[src/sv/bft_ram.sv]
module bft_ram #(
  parameter int WIDTH = 8,
  parameter int DEPTH = 16
) (
  input  logic                     clk,
  input  logic                     wr_en,
  input  logic [$clog2(DEPTH)-1:0] wr_addr,
  input  logic [WIDTH-1:0]         wr_data,
  input  logic                     rd_en,
  input  logic [$clog2(DEPTH)-1:0] rd_addr,
  output logic [WIDTH-1:0]         rd_data
);

  logic [WIDTH-1:0] mem [DEPTH];

  always_ff @(posedge clk) begin
    if (wr_en) begin
      mem[wr_addr] <= wr_data;
    end
    if (rd_en) begin
      rd_data <= mem[rd_addr];
    end
  end

endmodule

[config.mk]
export PLATFORM = sky130hd
export DESIGN_NAME = bft_ram
export DESIGN_NICKNAME = d
export VERILOG_FILES = /design/src/sv/bft_ram.sv
export SDC_FILE = /design/constraint.sdc
export NUM_CORES = 1
export LEC_CHECK = 0
export ABC_AREA = 1
export ABC_CLOCK_PERIOD_IN_PS = 1600
export BUFFER_PORTS_ARGS = -buffer_cell sky130_fd_sc_hd__buf_4
export CELL_PAD_IN_SITES_DETAIL_PLACEMENT = 1
export CELL_PAD_IN_SITES_GLOBAL_PLACEMENT = 2
export CORE_MARGIN = 4
export CORE_UTILIZATION = 44
export DETAILED_ROUTE_END_ITERATION = 8
export PLACE_DENSITY = 0.94
export SYNTH_ARGS = -nofsm -noshare
export SYNTH_HDL_FRONTEND = slang
export SYNTH_SLANG_ARGS = --single-unit
[constraint.sdc]
create_clock -name clk -period 1.6 [get_ports clk]
set_input_delay 0.08 -clock clk [delete_from_list [all_inputs] [get_ports clk]]
set_output_delay 0.08 -clock clk [all_outputs]
set_load 0.02 [all_outputs]
# == After elaboration in Yosys (flattened, before gate mapping) ==
# Memories as Yosys holds them, arrays and structs flattened. A register that Yosys moved wholly into a read port is not among the register bits.
# Cells that the tools add are included.
# word_totals
word_cells,3
out_inout_bits,8
romBits,0
latch_bits,0
mem_bits_rw,128
input_bits,19
n_memories,1
register_bits,0
# memory_table
memory,words,word_bits,read_ports,rd_clocked_by_memory_dff,write_ports,line_no,text
mem,16,8,1,1,1,14,logic [WIDTH-1:0] mem [DEPTH];
# classes
n_div,0
n_reduce_logical,0
eq_ne,0
bitwise_logic,0
shifts,0
multipliers,0
muxes,2
magnitude_cmp,0
n_addsub,0
# op_table
op,count
2-to-1 mux 1 bit,2

# == Depth between registers and ports, before layout ==
# Gate-level depths: netlist of the first run.
# logic_depth
depth_word,2
depth_mapped,8
depth_no_buf,7

# == Least setup slack after synthesis of the first run ==
# No wires, ideal clock.
# synth_path
path_type,input port to flip-flop
start,input wr_addr[2]
end,memory mem[10][0] (enable)
path_slack_ps,569
cell_stages,2
required_ps,1230
arrival_time_ps,661
path_buffers,0
setup_ps,370
path_cell_list,nand3b_1 nor2_1
# synth_lines
item,line_no,text
start: declaration,7,"input logic [$clog2(DEPTH)-1:0] wr_addr,"
end: declaration,14,
# No word-level cell before the write port.

==> reports/summary.md, run 1 <==
- flop — Setup crit end kind
- 0 — remaining design rule violation count
- 0 — Slew Limit Fails
- 0.742 — post-route clock period utilization
- 9530 um — detailed-placement wirelength estimate
- 0.0152 mm2 — die area
- sky130_fd_sc_hd__nand2_1 — most instantiated library cell after synthesis
- 123 um — Die Ht
- 10.6 um2 — post-synthesis area per instance
- 1.19 ns — crit path time final
- flop to flop — critical setup path kind
- 0 — number of gates resized after cts
- 0.41 ns — Worst R2R Setup Slack
- 6 — r2r worst-path depth
- 0.698 — sequential share of the synthesized area
- 11 — number of distinct standard cells referenced by the synthesized netlist
- 6 — number of optimization iterations in the first detailed-route pass
- inv_1 -> nand2_1 -> nand3_1 -> nand3_1 -> nand3_1 -> nand2_1 — cells along the critical path
- 0 — maximum capacitance violations
- 0.00555 ns — worst clock skew on the final layout
- 136 — Synth Register Bits
- 0 ns — final-layout setup total negative slack
- no — RSZ-0062 raised after global routing
- 0 — antenna violations before repair
- 382 — iteration-0 DRC count of the detailed router
- sky130_fd_sc_hd__edfxtp_1, sky130_fd_sc_hd__nand2_1, sky130_fd_sc_hd__nand3_1, sky130_fd_sc_hd__inv_1, sky130_fd_sc_hd__buf_6 — cell types with the largest area share after synthesis
- 2 — clock tree buffer depth
- 0 — async set-or-reset flop fraction in the synthesized netlist
- finished clean — status
- input pin to flop — Hold/Removal Path Class
- 0 — final count of negative-setup-slack endpoints
- 0 — GRT Residual Overflow
- 15300 um — routed wire length
- 1 — crit path buf inv count
- 4337 — vias in the first global route
- sky130_fd_sc_hd__edfxtp_1 — area leader, netlist
- 0.698 — fraction of synthesized cell area taken by the top area cell type
- sky130_fd_sc_hd__clkbuf_16 — clock tree root driver cell
- 1150 mW/mm2 — power density over cell area
- 0.00683 mm2 — final cell area excluding filler cells
- 0 — residual antenna-violating net count after detailed routing
- 0.41 ns — clock latency of the later-clocked register in the worst-skew pair
- 1 — CP max FO
- 0.0128 mm2 — area of the placeable core
- 0.00585 mm2 — cell area after technology mapping
- 136 — number of clock sinks
- flop — Critical Path Start Type
- 842 MHz — FMAX
- wr_data[0] — Min-Delay Startpoint
- 7850 uW — power consumption
- done — TritonCTS clock tree
- 16.8% — Area growth syn-to-layout
- 4028 — overall via count from detail_route
- 1.35 ns — signal arrival time at the worst endpoint
- 0 — total inserted antenna cells
- mem[7][4] — origin of the critical flop-to-flop path
- 27 — # IOs
- 3 — CTS Hold Bufs
- 5.16 — via density per instance
- sky130_fd_sc_hd__edfxtp_1 — commonest register cell after synthesis
- 19.7 um — post-detailed-route wirelength per cell
- mem[1][0] — sink of the worst hold path
- 0.221 — all-layer global routing usage
- sky130_fd_sc_hd__nand2_1, sky130_fd_sc_hd__edfxtp_1, sky130_fd_sc_hd__inv_1, sky130_fd_sc_hd__nand3_1, sky130_fd_sc_hd__nor2_1 — top post-synthesis cells by count
- 0.00294 uW — Static Leakage
- 26 — Buffers on Ports
- 1.76 ns — worst path required time
- 24400 um — first-pass GRT wire length
- 0 — Syn. warnings
- 551 — post-synthesis instance total
- sky130_fd_sc_hd__edfxtp_1 — cell with the biggest individual delay on the critical path
- 0.777 — max-slew headroom at the worst pin
- 616 — final net count
- simple AND/OR/NAND/NOR gates — cell family contributing the most delay on the critical path
- 41 — number of core rows
- 65 — largest net degree at the start of global routing
- rd_data[4] — reg-to-reg critical path endpoint
- 4 — number of H-tree levels
- 1 — Cells on Worst Hold Path
- 0.115 — fraction of final layout cells sized beyond drive strength 1
- 0.334 ns — pin slew with the least headroom to its limit
- 570 — syn nets
- 17 — number of CTS-inserted buffers
- 123 um — die extent in x
- 0.799 — weighted congestion reported at the end of routability-driven placement
- 0.456 — starting density of the core
- 136 — number of synthesized flops with an enable pin
- 0.00632 mm2 — placed cell area
- 0 — number of hold-slack violations in the final timing report
- 0.644 mV — IR drop worst, VDD
- 0.38 ns — highest cell delay on the worst timing path
- 0.06 ns — Clock transition at path regs
- sky130_fd_sc_hd__nand3_1 — critical path's most frequent cell
- 0 — Post-CTS Setup Bufs
power breakdown:
| group | total, uW | leakage [uW] | switching, uW | internal (uW) |
|---|---|---|---|---|
| combinational | 562 | 0.00147 | 380 | 182 |
| sequential | 4050 | 0.00124 | 27.7 | 4020 |
| clock | 3240 | 0.000235 | 1320 | 1920 |
registers in the layout, summed over array words and instances, names as in the netlist:
register and count:
mem 128, rd_data 8
stage by stage:
stage | hold slack [ns] | util | std cells | setup WS (ns)
5_1_grt | 0.0243 | 0.532 | 780 | 0.351
3_3_place_gp | 0.400 | 0.493 | 747 | 0.336
6_report | 0.0193 | 0.532 | 780 | 0.413
4_1_cts | 0.0149 | 0.532 | 780 | 0.420
3_5_place_dp | 0.402 | 0.493 | 747 | 0.314
2_1_floorplan | 0.179 | - | 551 | 0.569
logic make-up after synthesis:
logic type	Yosys count	share of synthesized area
flip-flops	136	0.698
buffers and inverters	126	0.0939
AND/OR/NAND/NOR	289	0.208
layer usage:
| metal | GRT usage | wire length [um] | share of wire | vias to the layer above |
|---|---|---|---|---|
| met1 | 0.286 | 6300 | 0.41 | 2024 |
| met4 | 0.0685 | 235 | 0.015 | 0 |
| met5 | 0 | 0 | 0 | - |
| met3 | 0.0508 | 951 | 0.062 | 14 |
| met2 | 0.370 | 7850 | 0.51 | 124 |
| li1 | - | - | - | 1866 |
how the worst max path moves through the flow:
| stage | startpoint | endpoint | slack (ns) | cells past startpoint |
|---|---|---|---|---|
| detailed placement | rd_addr[0] | rd_data[0] | 0.31 | 7 |
| global placement | rd_addr[0] | rd_data[0] | 0.34 | 8 |
| finish | mem[7][4] | rd_data[4] | 0.41 | 6 |
| global route | mem[1][0] | rd_data[0] | 0.35 | 6 |
| floorplan | wr_addr[2] | mem[10][0] | 0.57 | 2 |
| CTS | mem[1][0] | rd_data[0] | 0.42 | 6 |
worst register-to-register path: cells and delay by family (launching register included):
kind | cells | cell delay [ns]
flip-flops | 1 | 0.38
buffers and inverters | 1 | 0.07
AND/OR/NAND/NOR | 5 | 0.49
cell usage in the layout (no fill, tap or decap):
cell | netlist | final
sky130_fd_sc_hd__clkinv_1 | 0 | 5
sky130_fd_sc_hd__nand2_1 | 173 | 173
sky130_fd_sc_hd__edfxtp_1 | 136 | 136
sky130_fd_sc_hd__inv_2 | 2 | 2
sky130_fd_sc_hd__buf_4 | 4 | 43
sky130_fd_sc_hd__clkbuf_1 | 0 | 5
sky130_fd_sc_hd__dlygate4sd3_1 | 0 | 3
sky130_fd_sc_hd__nand3b_1 | 2 | 2
sky130_fd_sc_hd__nor2_1 | 17 | 17
sky130_fd_sc_hd__buf_12 | 0 | 5
sky130_fd_sc_hd__clkinv_2 | 0 | 3
sky130_fd_sc_hd__inv_1 | 100 | 100
sky130_fd_sc_hd__clkbuf_16 | 0 | 17
sky130_fd_sc_hd__nand3_1 | 97 | 97
layout make-up:
type	instances	area, um2
inverters	102	383
clock buffers	22	444
flip-flops and latches	136	4080
fillers	1396	6000
multi-input cells	289	1210
well taps	172	215
repair buffers	51	453
clock inverters	8	33.8
Note: power is estimated with default switching activity, not from simulation.
==> inputs of run 2 (changes only) <==
- ABC_CLOCK_PERIOD_IN_PS: 1600 -> 1040
- CORE_UTILIZATION: 44 -> 37
- PLACE_DENSITY: 0.94 -> 0.86
- clock period: 1.6 -> 1.04 ns (I/O delays scaled with it)
==> run 2 against run 1 <==
Effect of this change: the flow now finishes with violations (negative setup slack); largest cell class unchanged; register-to-register slack got worse by 0.48 ns; sequential power grew 54%; sequential cell count unchanged; count of clock-buffer cells in the layout shrank 2; worst hold slack got worse by 0.018 ns; clock power grew 62%.
==> reports/summary.md, run 2 (synthesis results as in run 1) <==
- 827 — post-route non-filler standard cell count, +6.0%
- 1.10 ns — crit path time final, -0.0826 ns
- simple AND/OR/NAND/NOR gates — cell family contributing the most delay on the critical path
- -0.06 ns — Worst R2R Setup Slack, -0.48 ns
- sky130_fd_sc_hd__nand2_1, sky130_fd_sc_hd__edfxtp_1, sky130_fd_sc_hd__inv_1, sky130_fd_sc_hd__nand3_1, sky130_fd_sc_hd__buf_4 — most used cells in the layout excluding fill and tap cells
- 4028 — overall via count from detail_route, unchanged
- 4 — number of optimization iterations in the first detailed-route pass, -2
- 24800 um — first-pass GRT wire length, +1.8%
- -0.257 ns — placement-stage worst setup slack, -0.571 ns
- 905 MHz — FMAX, +7.5%
- 1 — CP max FO, unchanged
- 0.43 ns — clock latency of the later-clocked register in the worst-skew pair, +0.02 ns
- 0 — number of hold-slack violations in the final timing report, unchanged
- 17 — number of CTS-inserted buffers, unchanged
- 0 — maximum capacitance violations, unchanged
- mem — largest reg by FF count
- 23.5% — Area growth syn-to-layout
- 45 — number of core rows, +9.8%
- 1723 — number of fill cells in the layout, +23%
- sky130_fd_sc_hd__nand2_1 — critical path's most frequent cell
- 9710 uW — Int Pwr, +59%
- 303 — iteration-0 DRC count of the detailed router, -21%
- 0.0179 mm2 — die area, +18%
- sky130_fd_sc_hd__edfxtp_1 — cell with the biggest individual delay on the critical path
- 0.000949 ns — minimum hold slack, -0.0184 ns
- 0 — remaining design rule violation count, unchanged
- negative setup slack — violated checks
- mem: 128 flops, rd_data: 8 flops — Largest regs
- 0.080 — Comb power frac, +0.008
- nand2_1 -> nand2_1 -> nand2_1 -> nand3_2 -> nand3_2 -> nand2_1 — cells along the critical path
- sky130_fd_sc_hd__nand2_1 — most frequent standard cell in the layout excluding fill and tap cells
- 2770 uW — Sw Pwr, +61%
- sky130_fd_sc_hd__clkbuf_16 — clock tree root driver cell
- 4364 — vias in the first global route, +0.62%
- 0 — total inserted antenna cells, unchanged
- 0.187 — all-layer global routing usage, -0.0340
- 0.760 — weighted congestion reported at the end of routability-driven placement, -4.9%
- 0.00646 mm2 — placed cell area, +2.2%
- 0.222 — Net Sw Frac, +0.00225
- 134 um — Die Ht, +8.5%
- 1730 mW/mm2 — power density over cell area, +50%
- 0.00722 mm2 — final cell area excluding filler cells, +5.8%
- 0.388 ns — pin slew with the least headroom to its limit, +0.0549 ns
- 0 — GRT Residual Overflow, unchanged
- yes — RSZ-0062 raised after global routing
- 12 — final count of negative-setup-slack endpoints, +12
- 793 — cell total after placement, +6.2%
- 0.195 — fraction of final layout cells sized beyond drive strength 1, +0.0797
- 0 — residual antenna-violating net count after detailed routing, unchanged
- finished with violations — status
- 4.87 — via density per instance, -5.7%
- -0.0645 ns — worst-case setup margin in the final layout, -0.477 ns
- 15800 um — routed wire length, +3.2%
- 0.06 ns — Clock transition at path regs, about the same
- 0.37 ns — highest cell delay on the worst timing path, about the same
- flop — Critical Path Start Type
- 0.0166 ns — worst clock skew on the final layout, +0.0110 ns
- 4 — number of H-tree levels, unchanged
- 26 — Buffers on Ports, unchanged
- 1.06 — post-route clock period utilization, +0.320
- 19.1 um — post-detailed-route wirelength per cell, -2.6%
- 625 — final net count, +1.5%
- 0.421 — fraction of power consumed by the clock network, +0.008
- 0.849 mV — IR drop worst, VDD, +32%
- 0.0153 mm2 — area of the placeable core, +19%
- 134 um — die extent in x, +8.5%
- input pin to flop — Hold/Removal Path Class
- 0.741 — max-slew headroom at the worst pin, -0.0366
- 33 — largest net degree at the start of global routing, -49%
- flop — Setup crit end kind
- 136 — number of clock sinks, unchanged
- 128 — Largest register FFs, unchanged
- 1.22 ns — worst path required time, -0.54 ns
- 0 — antenna violations before repair, unchanged
- 10200 um — detailed-placement wirelength estimate, +6.7%
- 27 — # IOs, unchanged
- 12500 uW — power consumption, +59%
- 1.28 ns — signal arrival time at the worst endpoint, -0.07 ns
- 0.499 — sequential share of power, -0.017
- done — TritonCTS clock tree
- 0 — crit path buf inv count, -1
- 0 — Slew Limit Fails, unchanged
- 0.382 — starting density of the core, -0.0741
- 0.00308 uW — Static Leakage, +4.8%
- 2 — clock tree buffer depth, unchanged
- flop to flop — critical setup path kind
-- run 2: cell count changes in the layout (fill, tap and decap cells not counted), sizes merged --
cell,delta
buf,+7
dlygate4sd3,+2
bufinv,+1
clkbuf,-2
-- run 2: timing repair --
action,4_1_cts,5_1_grt
hold buffers,3,2
resized for setup,28,23
endpoints found under the hold margin,40,11
pin swaps,17,8
endpoints found under the setup margin,13,15
buffers inserted,0,0
-- run 2: worst paths after layout --
check	to	depth (start not counted)	startpoint
worst min register to register	rd_data[4]	6	mem[2][4]
worst max register to register	rd_data[3]	6	mem[3][3]
worst max-delay path	rd_data[3]	6	mem[3][3]
worst min-delay path	mem[4][6]	1	wr_data[6]
-- run 2: stage by stage --
| stage | TNS [ns] | utilization |
|---|---|---|
| finish | -0.436 | 0.472 |
| global route | -1.11 | 0.472 |
| CTS | -0.646 | 0.465 |
| detailed placement | -2.68 | 0.422 |
| global placement | -2.31 | 0.422 |
| floorplan | 0 | - |
-- run 2: power by group through the flow --
stage	sequential, uW	clock (uW)	combinational [uW]
floorplan	6350	0	433
global placement	6330	0	879
detailed placement	6330	0	915
CTS	6230	5310	981
global route	6230	5610	1100
finish	6220	5250	1000
-- run 2: metal layers --
| metal | track usage | vias to the layer above | share of wire |
|---|---|---|---|
| met3 | 0.0412 | 16 | 0.038 |
| met5 | 0 | - | 0 |
| met2 | 0.307 | 74 | 0.51 |
| met1 | 0.239 | 2050 | 0.43 |
| met4 | 0.0783 | 0 | 0.019 |
| li1 | - | 1888 | - |
-- run 2: layout make-up --
type	instances	area, um2	area share
clock buffers	20	437	0.0605
clock inverters	9	61.3	0.00849
inverters	102	383	0.0530
multi-input cells	289	1400	0.194
flip-flops and latches	136	4080	0.565
well taps	211	264	0.0366
repair buffers	60	589	0.0816
==> inputs of run 3 (changes only) <==
- ABC_CLOCK_PERIOD_IN_PS: 1040 -> default
- CORE_MARGIN: 4 -> 2
- GPL_TIMING_DRIVEN: default -> 0
==> run 3 against run 2 <==
Effect of this change: sequential power about the same; utilization about the same; first-iteration DRC count fell by 7.3%; worst hold slack improved by 0.023 ns; highest routed layer unchanged; global-route usage increased by 2.6 points; the flow still finishes with violations (negative setup slack); final cell count decreased by 0.36%; clock power increased by 17%.
==> reports/summary.md, run 3 (synthesis results as in run 1) <==
- finished with violations — status
- negative setup slack — violated checks
- 0.0168 mm2 — die area, -5.9%
- 0.814 — weighted congestion reported at the end of routability-driven placement, +7.1%
- sky130_fd_sc_hd__nand2_1 — most frequent standard cell in the layout excluding fill and tap cells
- 0.00304 uW — Static Leakage, -1.3%
- 23 — Buffers on Ports, -12%
- 16700 um — routed wire length, +5.6%
- flop to flop — critical setup path kind
- 1 — CP max FO, unchanged
- 130 um — Die Ht, -3.0%
- 0 — remaining design rule violation count, unchanged
- 0 — number of hold-slack violations in the final timing report, unchanged
- flop — Setup crit end kind
- inv_2 -> nand2_2 -> nand3_2 -> nand3_2 -> nand3_2 -> nand2_2 — cells along the critical path
- 1 — Cells on Worst Hold Path, unchanged
- 6 — r2r worst-path depth, unchanged
- 10600 um — detailed-placement wirelength estimate, +4.4%
- 0.00456 ns — worst clock skew on the final layout, -0.0120 ns
- 1.22 ns — worst path required time, about the same
- 130 um — die extent in x, -3.0%
- 619 — final net count, -0.96%
- 0.06 ns — Clock transition at path regs, about the same
- 1.16 ns — crit path time final, +0.0535 ns
- 4431 — vias in the first global route, +1.5%
- -0.12 ns — Worst R2R Setup Slack, -0.05 ns
- 17 — largest net degree at the start of global routing, -48%
- mem — largest reg by FF count
- 27 — # IOs, unchanged
- 0.235 — fraction of final layout cells sized beyond drive strength 1, +0.0401
- 1 — crit path buf inv count, +1
- 0.472 — Final Util, about the same
- sky130_fd_sc_hd__edfxtp_1 — cell with the biggest individual delay on the critical path
- 0.382 — starting density of the core, unchanged
- 1.11 — post-route clock period utilization, +0.0514
- 4.97 — via density per instance, +2.0%
- 23.6% — Area growth syn-to-layout, about the same
- 0.563 — max-slew headroom at the worst pin, -0.178
- 0.656 ns — pin slew with the least headroom to its limit, +0.267 ns
- 0 — Slew Limit Fails, unchanged
- rd_data[4] — reg-to-reg critical path endpoint
- sky130_fd_sc_hd__clkbuf_16 — clock tree root driver cell
- 2 — clock tree buffer depth, unchanged
- simple AND/OR/NAND/NOR gates — cell family contributing the most delay on the critical path
- -0.118 ns — worst-case setup margin in the final layout, -0.0535 ns
- 0 — GRT Residual Overflow, unchanged
- met2 — busiest layer in global routing
- 785 — cell total after placement, -1.0%
- 128 — Largest register FFs, unchanged
- 0 — residual antenna-violating net count after detailed routing, unchanged
- mem: 128 flops, rd_data: 8 flops — Largest regs
- 25400 um — first-pass GRT wire length, +2.1%
- -0.728 ns — final-layout setup total negative slack, -0.292 ns
- yes — RSZ-0062 raised after global routing
- sky130_fd_sc_hd__nand2_1, sky130_fd_sc_hd__edfxtp_1, sky130_fd_sc_hd__inv_1, sky130_fd_sc_hd__nand3_1, sky130_fd_sc_hd__nand3_2 — most used cells in the layout excluding fill and tap cells
- 864 MHz — FMAX, -4.6%
- mem[12][4] — origin of the critical flop-to-flop path
- 824 — post-route non-filler standard cell count, -0.36%
- 0.0312 — global-route met3 utilization, -0.0100
- 0 — total inserted antenna cells, unchanged
- sky130_fd_sc_hd__nand3_2 — critical path's most frequent cell
- 4095 — overall via count from detail_route, +1.7%
- flop — Critical Path Start Type
- 13400 uW — power consumption, +7.2%
- 0.42 ns — clock latency of the later-clocked register in the worst-skew pair, about the same
- mem[7][3] — sink of the worst hold path
- 0.363 — global-route track usage on met2, +0.0559
- -0.562 ns — placement-stage worst setup slack, -0.305 ns
- 136 — number of clock sinks, unchanged
- 0.0153 mm2 — area of the placeable core, unchanged
- 1850 mW/mm2 — power density over cell area, +7.1%
- 8 — final count of negative-setup-slack endpoints, -4
- input pin to flop — Hold/Removal Path Class
- 20.3 um — post-detailed-route wirelength per cell, +6.0%
- done — TritonCTS clock tree
- 0 — maximum capacitance violations, unchanged
- 0.212 — all-layer global routing usage, +0.0256
- 0 — antenna violations before repair, unchanged
- 0.269 — global-route met1 utilization, +0.0305
- 0.41 ns — highest cell delay on the worst timing path, +0.04 ns
- wr_data[3] — Min-Delay Startpoint
- 5 — number of optimization iterations in the first detailed-route pass, +1
- 45 — number of core rows, unchanged
- 281 — iteration-0 DRC count of the detailed router, -7.3%
- 1.08 mV — IR drop worst, VDD, +28%
- 4 — number of H-tree levels, unchanged
- 1.33 ns — signal arrival time at the worst endpoint, +0.05 ns
- 17 — number of CTS-inserted buffers, unchanged
- mem[12][4] — launching instance or port of the critical path
## run 3: cell types whose count changed in the layout (fill, tap and decap cells not counted), moves of 3 or more
cell,before,now
sky130_fd_sc_hd__nor2_2,0,16
sky130_fd_sc_hd__nand2_2,8,16
sky130_fd_sc_hd__nor2_1,17,1
sky130_fd_sc_hd__buf_12,8,0
sky130_fd_sc_hd__nand2_1,165,157
sky130_fd_sc_hd__bufinv_16,1,4
sky130_fd_sc_hd__buf_2,0,13
sky130_fd_sc_hd__nand3_1,63,60
sky130_fd_sc_hd__buf_4,40,26
## run 3: what timing repair did
action	in CTS	in global routing
resized for setup	29	46
pin swaps	5	19
hold endpoints to repair	104	0
endpoints found under the setup margin	64	55
setup buffers	0	0
hold buffers	7	0
## run 3: stage by stage
step                cell area, um2  hold slack, ns
floorplan                     5850           0.151
global placement              6280           0.352
detailed placement            6280           0.364
CTS                           7060         0.00974
global route                  7230          0.0190
finish                        7230          0.0241
## run 3: layer usage
layer / part of all wire / wire length [um]
met1: 0.43 / 7200
met2: 0.50 / 8380
met3: 0.041 / 684
met4: 0.027 / 447
met5: 0 / 0
## run 3: where the power goes
group | leakage (uW) | switching [uW] | internal [uW]
clock network | 0.000290 | 2210 | 3930
logic | 0.00152 | 703 | 316
registers | 0.00124 | 33.3 | 6180
total | 0.00304 | 2950 | 10400
## run 3: worst register-to-register path: cells and delay by family (launching register included)
family	cells	cell delay [ns]
AND/OR/NAND/NOR	5	0.44
flip-flops	1	0.41
buffers and inverters	1	0.08
## run 3: worst max path at each step
stage	to	slack (ns)	depth (start not counted)
4_1_cts	rd_data[5]	-0.12	6
5_1_grt	rd_data[4]	-0.16	6
2_1_floorplan	mem[4][0]	0.04	2
3_3_place_gp	mem[7][2]	-0.54	3
6_report	rd_data[4]	-0.12	6
3_5_place_dp	mem[6][3]	-0.56	3
## run 3: layout make-up
| type | count | area, um2 |
|---|---|---|
| Inverter | 102 | 383 |
| Fill cell | 1684 | 8090 |
| Multi-Input combinational cell | 289 | 1490 |
| Clock buffer | 18 | 429 |
| Tap cell | 211 | 264 |
| Timing Repair Buffer | 30 | 246 |
| Sequential cell | 136 | 4080 |
| Buffer | 24 | 166 |
| Clock inverter | 14 | 161 |
